$ cat src/rtl/tks_pkg.sv
// ----------------------------------------------------------------------------
// tks_pkg: shared types and constants of the two-key record sorter
// Item formats, record layout and the command/status bundles that join the
// sort controller and the datapath.
// ----------------------------------------------------------------------------
package tks_pkg;

  // Capacity of the record store and the widths that follow from it
  localparam int unsigned MaxRecords = 64;
  localparam int unsigned IdxW       = $clog2(MaxRecords);
  localparam int unsigned CntW       = $clog2(MaxRecords + 1);

  // Field widths
  localparam int unsigned PKeyW = 12;
  localparam int unsigned SKeyW = 6;
  localparam int unsigned TagW  = 16;

  // Input item
  typedef struct packed {
    logic [PKeyW-1:0] primary_key;
    logic [SKeyW-1:0] secondary_key;
    logic [TagW-1:0]  record_tag;
    logic             last_item;
  } in_item_t;

  // Result item
  typedef struct packed {
    logic [PKeyW-1:0] out_primary_key;
    logic [SKeyW-1:0] out_secondary_key;
    logic [TagW-1:0]  out_record_tag;
    logic             last_result;
  } out_item_t;

  // Read address source of the record store
  typedef enum logic [1:0] {
    RdSrcI     = 2'd0,
    RdSrcJ     = 2'd1,
    RdSrcJNext = 2'd2
  } rd_src_e;

  // Commands from the controller to the datapath
  typedef struct packed {
    logic    store_in;   // write the incoming record if there is room
    logic    rd_en;      // issue a store read
    rd_src_e rd_src;     // address of that read
    logic    clr_i;
    logic    inc_i;
    logic    set_j;      // j = i + 1
    logic    inc_j;
    logic    load_cur;   // take read data into the held record
    logic    cmp_en;     // compare held record with read data, swap if out of order
    logic    wb_i;       // write held record back to slot i
    logic    load_out;   // move read data into the output register
    logic    clr_count;
  } cmd_t;

  // Status from the datapath to the controller
  typedef struct packed {
    logic single;     // set holds one record
    logic j_at_end;   // j is the last slot of the set
    logic i_at_end;   // i is the last outer pass
    logic i_at_last;  // i is the last slot of the set
    logic out_free;   // output register can take an item this cycle
  } status_t;

endpackage

$ cat src/rtl/tks_ctrl.sv
// ----------------------------------------------------------------------------
// tks_ctrl: sequencer of the two-key record sorter
// Steps through loading, the exchange sort passes and emission, issuing
// commands to the datapath.
// ----------------------------------------------------------------------------
module tks_ctrl (
  input  logic             clk_i,
  input  logic             rst_ni,
  input  logic             in_valid_i,
  input  logic             in_last_i,
  input  tks_pkg::status_t status_i,
  output logic             in_stall_o,
  output tks_pkg::cmd_t    cmd_o
);

  typedef enum logic [2:0] {
    StLoad,
    StSortInit,
    StRdI,
    StLdI,
    StCmp,
    StWb,
    StEmitRd,
    StEmitLd
  } state_e;

  state_e state_q, state_d;
  logic   in_accept;

  assign in_stall_o = (state_q != StLoad);
  assign in_accept  = in_valid_i && (state_q == StLoad);

  // Next state and commands
  always_comb begin
    state_d = state_q;
    cmd_o   = '0;
    cmd_o.rd_src = tks_pkg::RdSrcI;
    case (state_q)
      StLoad: begin
        if (in_accept) begin
          cmd_o.store_in = 1'b1;
          if (in_last_i) begin
            state_d = StSortInit;
          end
        end
      end
      StSortInit: begin
        cmd_o.clr_i = 1'b1;
        state_d = status_i.single ? StEmitRd : StRdI;
      end
      StRdI: begin
        cmd_o.rd_en  = 1'b1;
        cmd_o.rd_src = tks_pkg::RdSrcI;
        cmd_o.set_j  = 1'b1;
        state_d = StLdI;
      end
      StLdI: begin
        cmd_o.load_cur = 1'b1;
        cmd_o.rd_en    = 1'b1;
        cmd_o.rd_src   = tks_pkg::RdSrcJ;
        state_d = StCmp;
      end
      StCmp: begin
        cmd_o.cmp_en = 1'b1;
        if (status_i.j_at_end) begin
          state_d = StWb;
        end else begin
          // fetch the next slot while this one is compared
          cmd_o.rd_en  = 1'b1;
          cmd_o.rd_src = tks_pkg::RdSrcJNext;
          cmd_o.inc_j  = 1'b1;
        end
      end
      StWb: begin
        cmd_o.wb_i = 1'b1;
        if (status_i.i_at_end) begin
          cmd_o.clr_i = 1'b1;
          state_d = StEmitRd;
        end else begin
          cmd_o.inc_i = 1'b1;
          state_d = StRdI;
        end
      end
      StEmitRd: begin
        cmd_o.rd_en  = 1'b1;
        cmd_o.rd_src = tks_pkg::RdSrcI;
        state_d = StEmitLd;
      end
      StEmitLd: begin
        // hold the read data until the output register frees up
        if (status_i.out_free) begin
          cmd_o.load_out = 1'b1;
          if (status_i.i_at_last) begin
            cmd_o.clr_count = 1'b1;
            state_d = StLoad;
          end else begin
            cmd_o.inc_i = 1'b1;
            state_d = StEmitRd;
          end
        end
      end
      default: begin
        state_d = StLoad;
      end
    endcase
  end

  // State register
  always_ff @(posedge clk_i or negedge rst_ni) begin
    if (!rst_ni) begin
      state_q <= StLoad;
    end else begin
      state_q <= state_d;
    end
  end

endmodule

$ cat src/rtl/tks_datapath.sv
// ----------------------------------------------------------------------------
// tks_datapath: record store, indices, comparator and output register
// Holds the record memory, the set count, the sort indices, the record held
// across an inner pass, the order register and the result register.
// ----------------------------------------------------------------------------
module tks_datapath (
  input  logic                clk_i,
  input  logic                rst_ni,
  input  tks_pkg::in_item_t   in_item_i,
  input  logic                cfg_valid_i,
  input  logic                cfg_data_i,
  input  tks_pkg::cmd_t       cmd_i,
  input  logic                out_stall_i,
  output tks_pkg::status_t    status_o,
  output logic                out_valid_o,
  output tks_pkg::out_item_t  out_item_o
);

  typedef struct packed {
    logic [tks_pkg::PKeyW-1:0] pkey;
    logic [tks_pkg::SKeyW-1:0] skey;
    logic [tks_pkg::TagW-1:0]  tag;
  } record_t;

  // True when a (earlier slot) and b (later slot) are strictly out of order
  function automatic logic out_of_order(record_t a, record_t b, logic asc);
    logic gt;
    logic lt;
    gt = (a.pkey > b.pkey) || ((a.pkey == b.pkey) && (a.skey > b.skey));
    lt = (a.pkey < b.pkey) || ((a.pkey == b.pkey) && (a.skey < b.skey));
    return asc ? gt : lt;
  endfunction

  record_t                   mem_q [tks_pkg::MaxRecords];
  record_t                   rdata_q;
  record_t                   cur_q;
  record_t                   in_rec;
  record_t                   wdata;
  logic [tks_pkg::IdxW-1:0]  waddr;
  logic [tks_pkg::IdxW-1:0]  raddr;
  logic                      we;
  logic [tks_pkg::CntW-1:0]  count_q;
  logic [tks_pkg::IdxW-1:0]  i_q;
  logic [tks_pkg::IdxW-1:0]  j_q;
  logic                      asc_q;
  logic                      out_valid_q;
  tks_pkg::out_item_t        out_q;
  logic                      full;
  logic                      swap;

  assign in_rec = '{pkey: in_item_i.primary_key,
                    skey: in_item_i.secondary_key,
                    tag:  in_item_i.record_tag};

  assign full = (count_q == tks_pkg::CntW'(tks_pkg::MaxRecords));
  assign swap = cmd_i.cmp_en && out_of_order(cur_q, rdata_q, asc_q);

  // Status towards the controller
  assign status_o.single    = (count_q == tks_pkg::CntW'(1));
  assign status_o.j_at_end  = ((tks_pkg::CntW'(j_q) + tks_pkg::CntW'(1)) == count_q);
  assign status_o.i_at_end  = ((tks_pkg::CntW'(i_q) + tks_pkg::CntW'(2)) == count_q);
  assign status_o.i_at_last = ((tks_pkg::CntW'(i_q) + tks_pkg::CntW'(1)) == count_q);
  assign status_o.out_free  = !out_valid_q || !out_stall_i;

  // Select the store write
  always_comb begin
    we    = 1'b0;
    waddr = i_q;
    wdata = cur_q;
    if (cmd_i.store_in && !full) begin
      we    = 1'b1;
      waddr = count_q[tks_pkg::IdxW-1:0];
      wdata = in_rec;
    end else if (swap) begin
      we    = 1'b1;
      waddr = j_q;
    end else if (cmd_i.wb_i) begin
      we    = 1'b1;
    end
  end

  // Select the store read address
  always_comb begin
    case (cmd_i.rd_src)
      tks_pkg::RdSrcI:     raddr = i_q;
      tks_pkg::RdSrcJ:     raddr = j_q;
      tks_pkg::RdSrcJNext: raddr = j_q + tks_pkg::IdxW'(1);
      default:             raddr = i_q;
    endcase
  end

  // Record store, one write and one registered read a cycle
  always_ff @(posedge clk_i) begin
    if (we) begin
      mem_q[waddr] <= wdata;
    end
    if (cmd_i.rd_en) begin
      rdata_q <= mem_q[raddr];
    end
  end

  // Held record: load at the start of a pass, take the read record on a swap
  always_ff @(posedge clk_i) begin
    if (cmd_i.load_cur) begin
      cur_q <= rdata_q;
    end else if (swap) begin
      cur_q <= rdata_q;
    end
  end

  // Count and indices
  always_ff @(posedge clk_i or negedge rst_ni) begin
    if (!rst_ni) begin
      count_q <= '0;
      i_q     <= '0;
      j_q     <= '0;
    end else begin
      if (cmd_i.clr_count) begin
        count_q <= '0;
      end else if (cmd_i.store_in && !full) begin
        count_q <= count_q + tks_pkg::CntW'(1);
      end
      if (cmd_i.clr_i) begin
        i_q <= '0;
      end else if (cmd_i.inc_i) begin
        i_q <= i_q + tks_pkg::IdxW'(1);
      end
      if (cmd_i.set_j) begin
        j_q <= i_q + tks_pkg::IdxW'(1);
      end else if (cmd_i.inc_j) begin
        j_q <= j_q + tks_pkg::IdxW'(1);
      end
    end
  end

  // Order register
  always_ff @(posedge clk_i or negedge rst_ni) begin
    if (!rst_ni) begin
      asc_q <= 1'b1;
    end else if (cfg_valid_i) begin
      asc_q <= cfg_data_i;
    end
  end

  // Output register: load from the store, drop once taken
  always_ff @(posedge clk_i or negedge rst_ni) begin
    if (!rst_ni) begin
      out_valid_q <= 1'b0;
    end else if (cmd_i.load_out) begin
      out_valid_q <= 1'b1;
    end else if (!out_stall_i) begin
      out_valid_q <= 1'b0;
    end
  end

  always_ff @(posedge clk_i) begin
    if (cmd_i.load_out) begin
      out_q.out_primary_key   <= rdata_q.pkey;
      out_q.out_secondary_key <= rdata_q.skey;
      out_q.out_record_tag    <= rdata_q.tag;
      out_q.last_result       <= status_o.i_at_last;
    end
  end

  assign out_valid_o = out_valid_q;
  assign out_item_o  = out_q;

endmodule

$ cat src/rtl/two_key_record_sorter_unit.sv
// ----------------------------------------------------------------------------
// two_key_record_sorter_unit: top level of the two-key record sorter
// Collects a set of records, exchange-sorts them on primary then secondary
// key and emits them in order with the final one marked.
// ----------------------------------------------------------------------------
// A set is loaded at one item per cycle; up to 64 records are kept and any
// beyond that are dropped, though an item marked last still ends the set.
// While the set is sorted and emitted the input is stalled. The sort makes
// one key comparison a cycle on a record memory with one read and one write
// port, and emission then moves each record read from the store into the
// output register in turn, held back by any output stall. Once the final
// record sits in the output register the next set can start loading. The
// order bit is written through the configuration channel, which is always
// ready, and should change only between sets.
module two_key_record_sorter_unit (
  input  logic                clk_i,
  input  logic                rst_ni,
  input  logic                in_valid_i,
  output logic                in_stall_o,
  input  tks_pkg::in_item_t   in_item_i,
  output logic                out_valid_o,
  input  logic                out_stall_i,
  output tks_pkg::out_item_t  out_item_o,
  input  logic                cfg_valid_i,
  output logic                cfg_ready_o,
  input  logic                cfg_data_i
);

  tks_pkg::cmd_t    cmd;
  tks_pkg::status_t status;

  assign cfg_ready_o = 1'b1;

  // Sequencer
  tks_ctrl u_ctrl (
    .clk_i      (clk_i),
    .rst_ni     (rst_ni),
    .in_valid_i (in_valid_i),
    .in_last_i  (in_item_i.last_item),
    .status_i   (status),
    .in_stall_o (in_stall_o),
    .cmd_o      (cmd)
  );

  // Store, comparator and output register
  tks_datapath u_datapath (
    .clk_i       (clk_i),
    .rst_ni      (rst_ni),
    .in_item_i   (in_item_i),
    .cfg_valid_i (cfg_valid_i),
    .cfg_data_i  (cfg_data_i),
    .cmd_i       (cmd),
    .out_stall_i (out_stall_i),
    .status_o    (status),
    .out_valid_o (out_valid_o),
    .out_item_o  (out_item_o)
  );

endmodule
$ cat config.mk
export PLATFORM = sky130hd
export DESIGN_NAME = two_key_record_sorter_unit
export DESIGN_NICKNAME = d
export VERILOG_FILES = /design/src/rtl/tks_pkg.sv /design/src/rtl/tks_ctrl.sv /design/src/rtl/tks_datapath.sv /design/src/rtl/two_key_record_sorter_unit.sv
export SDC_FILE = /design/constraint.sdc
export NUM_CORES = 2
export LEC_CHECK = 0
export ABC_AREA = 1
export BUFFER_PORTS_ARGS = -buffer_cell sky130_fd_sc_hd__buf_2
export CORE_MARGIN = 2
export CORE_UTILIZATION = 28
export DETAILED_ROUTE_END_ITERATION = 7
export PLACE_DENSITY = 0.47
export SETUP_SLACK_MARGIN = 0.05
export SLEW_MARGIN = 30
export SYNTH_ARGS = -nofsm -noshare
export SYNTH_HDL_FRONTEND = slang
export SYNTH_SLANG_ARGS = --single-unit
$ cat constraint.sdc
create_clock -name clk_i -period 11.5 [get_ports clk_i]
set_clock_uncertainty 0.1 [all_clocks]
set_input_delay 1.725 -clock clk_i [delete_from_list [all_inputs] [get_ports clk_i]]
set_output_delay 1.725 -clock clk_i [all_outputs]
set_load 0.005 [all_outputs]
==> flow_metrics.env <==
export IMPL_synth_distinct_cells=45
export IMPL_core_sq_um=333000
export IMPL_worstSetupStartpoint="u_datapath.j_q[0]$_DFFE_PN0P_"
export IMPL_cts_resized=0
export IMPL_ant_nets=0
export IMPL_intPower_mw=14.2
export IMPL_crit_end="u_datapath.rdata_q[22]$_DFFE_PP_"
export IMPL_total_power_mw=18.0
export IMPL_antenna_found_initial=3
export IMPL_p_per_area_nw_per_um2=167
export IMPL_first_global_vias=56613
export IMPL_hold_path_class="flop to flop"
export IMPL_combPwrFrac_pct=3.0
export IMPL_r2r_end="u_datapath.rdata_q[22]$_DFFE_PP_"
export IMPL_firstDrtPassIters=5
export IMPL_hold_viol=0
export IMPL_final_cell_area_sq_um=107000
export IMPL_grt_pass1_wl_um=425000
export IMPL_avgSynthCellArea_sq_um=14.1
export IMPL_hpwl_um=150000
export IMPL_crit_path_end_kind="flop"
export IMPL_syn_area_sq_um=93600
export IMPL_p_sw_mw=3.79
export IMPL_required_ns=12.13
export IMPL_rsz0062_at_grt="no"
export IMPL_finish_utilization_pct=32.2
export IMPL_setup_viol=0
export IMPL_vias=57509
export IMPL_gr_total_overflow=0
export IMPL_cts_root_buffer="clkbuf_16"
export IMPL_ios=79
export IMPL_crit_fanout=49
export IMPL_dp_cells=10805
export IMPL_seq_power_share_pct=52.6
export IMPL_post_cts_buffers=0
export IMPL_fp_dieH_um=582
export IMPL_nets=6763
export IMPL_ctsHoldBuffers=0
export IMPL_cts_sink_count=2303
export IMPL_numCtsBuffers=275
export IMPL_p_sw_share_pct=21.1
export IMPL_ys_seq_elements=2303
export IMPL_drc=0
export IMPL_tightest_slew_ns=1.05
export IMPL_die_w_um=582
export IMPL_grt_usage_pct=17.1
export IMPL_ys_seq_area_share_pct=73.7
export IMPL_dieArea_sq_um=339000
export IMPL_critPathKind="flop to flop"
export IMPL_final_cell_mix="edfxtp_1 (2279), o211ai_1 (1094), nand3_1 (667)"
export IMPL_drt_iter0_drc=5610
export IMPL_fin_hold_ws_ns=0.346
export IMPL_vias_per_cell=5.11
export IMPL_maxCapViolCount=0
export IMPL_mostFrequentLayoutCell="edfxtp_1"
export IMPL_reg2reg_depth=20
export IMPL_slew_headroom_pct=30.1
export IMPL_clkTransAtPathRegs_ns=0.06
export IMPL_syn_inst=6660
export IMPL_drt_wl_total_um=298000
export IMPL_initial_utilization_pct=28.1
export IMPL_ys_warn_count=0
export IMPL_async_flop_share_pct=1.04
export IMPL_clockBufferDepth=4
export IMPL_setup_ws_ns=4.96
export IMPL_rr_startpoint="u_datapath.j_q[0]$_DFFE_PN0P_"
export IMPL_finalCritPeriodShare_pct=56.9
export IMPL_regToRegSetupSlack_ns=4.96
export IMPL_layout_cells_non_filler=11264
export IMPL_p_clk_share_pct=44.4
export IMPL_tritoncts="yes"
export IMPL_insertion_delay_ns=0.95
export IMPL_rows=212
export IMPL_place_gp_congestion=0.803
export IMPL_status="finished clean"
export IMPL_final_max_slew_viol_count=0
export IMPL_area_growth_pct=14.7
export IMPL_fin_crit_ns=6.54
export IMPL_preCtsSetupSlack_ns=4.92
export IMPL_ir_worst_vdd_uv=131
export IMPL_startpoint_type="flop"
export IMPL_fillers=32579
export IMPL_h_tree_depth=5
export IMPL_p_leak_nw=34.2
export IMPL_fmax_mhz=153
export IMPL_grt_max_degree=237
export IMPL_placed_cell_area_sq_um=99400
export IMPL_syn_num_nets=6727
export IMPL_critPathArrivalTime_ns=7.17
export IMPL_wl_per_cell_um=26.5
export IMPL_tns_ns=0
export IMPL_synth_edf_count=2279
export IMPL_ys_flop_type="edfxtp_1"
export IMPL_portBuffers=77
export IMPL_final_layout_size_suffix_gt1_share_pct=20.3
-- worst max-delay path, cell delays in order (launching register included) --
cell and delay, ns:
dfrtp_1 0.47, ha_1 0.39, xnor2_1 0.16, o21ai_0 0.10, a21oi_1 0.16, nand3_1 0.10
nor2_1 0.12, nand3_1 0.08, nand2_1 0.15, ha_1 0.40, inv_4 0.10, o21ai_4 0.54
buf_4 0.59, buf_4 0.55, buf_4 0.67, o211ai_1 0.22, o211ai_1 0.14, nand3_1 0.13
nand3_1 0.16, nand3_1 0.59, nand2_1 0.37
-- layer usage --
layer,wire length (um),vias up,track usage [%]
li1,-,25472,-
met1,132000,30017,23.3
met5,12,-,0
met2,144000,1624,28.7
met4,6990,2,4.34
met3,14500,394,2.42
-- cells by family after synthesis --
kind of cell | count (synthesis) | synth area share (%)
other | 1 | 0.00400
AND/OR/NAND/NOR | 2165 | 11.7
AO/OA/AOI/OAI | 1513 | 11.1
flip-flops | 2303 | 73.7
adder cells (fa/ha/maj) | 26 | 0.347
buffers and inverters | 630 | 2.94
XOR/XNOR | 22 | 0.214
-- flip-flops by register name, indices dropped and copies added (netlist names), 3 cells and up --
name / count
u_datapath.count_q: 7
u_datapath.mem_q: 2176
u_datapath.rdata_q: 34
u_datapath.cur_q: 34
u_datapath.i_q: 6
u_datapath.out_item_o: 35
u_datapath.j_q: 6
u_ctrl.state_q: 3
-- cell usage after synthesis (2+ instances only) --
cell,count,area (sq um)
nand3_2,10,100
inv_4,2,12.5
nand4_1,14,87.6
nor4_1,2,12.5
nor3_1,4,20.0
nor2_2,4,25.0
nand3_1,667,3340
a22oi_2,3,37.5
a31oi_1,2,12.5
clkbuf_1,247,927
nor3b_1,3,22.5
o21ai_1,5,25.0
buf_4,27,203
o21ai_0,392,1960
o211ai_1,1094,8210
nor2_4,2,22.5
nand2_1,297,1110
xor2_1,15,131
a21oi_1,12,60.1
nand3_4,4,70.1
nand4_4,2,42.5
buf_1,29,109
nand2_2,9,56.3
buf_6,9,101
buf_2,171,856
inv_2,14,52.6
or2_2,659,4120
inv_1,130,488
dfrtp_1,23,576
ha_1,26,325
o21ai_2,2,17.5
nor2_1,476,1790
nand4_2,2,25.0
nand2_4,7,78.8
xnor2_1,6,52.6
nor3_2,2,20.0
edfxtp_1,2279,68400
-- power by group through the flow --
stage	clock network, mW	registers [mW]	logic [mW]
4_1_cts	8.14	9.45	0.548
3_5_place_dp	0	9.62	0.548
5_1_grt	8.46	9.45	0.579
6_report	7.98	9.45	0.541
2_1_floorplan	0	9.63	0.254
3_3_place_gp	0	9.62	0.537
-- area by class of cell --
type	count	area (sq um)	area share (%)
diodes	3	7.51	0.00699
clock buffers	355	7330	6.82
clock inverters	100	686	0.638
inverters	147	592	0.551
multi-input cells	3727	22500	20.9
flip-flops and latches	2303	69000	64.3
well taps	4387	5490	5.11
repair buffers	242	1810	1.69
-- how the worst min path moves through the flow --
stage,slack (ns),start,to,depth (start not counted)
2_1_floorplan,0.32,u_datapath.rdata_q[0]$_DFFE_PP_,u_datapath.cur_q[0]$_DFFE_PP_,0
3_3_place_gp,0.33,u_datapath.rdata_q[8]$_DFFE_PP_,u_datapath.cur_q[8]$_DFFE_PP_,0
3_5_place_dp,0.33,u_datapath.rdata_q[8]$_DFFE_PP_,u_datapath.cur_q[8]$_DFFE_PP_,0
4_1_cts,0.35,u_datapath.rdata_q[8]$_DFFE_PP_,u_datapath.out_item_o[9]$_DFFE_PP_,0
5_1_grt,0.36,u_datapath.rdata_q[8]$_DFFE_PP_,u_datapath.out_item_o[9]$_DFFE_PP_,0
6_report,0.35,u_datapath.rdata_q[8]$_DFFE_PP_,u_datapath.out_item_o[9]$_DFFE_PP_,0
Note: power is estimated with default switching activity, not from simulation.
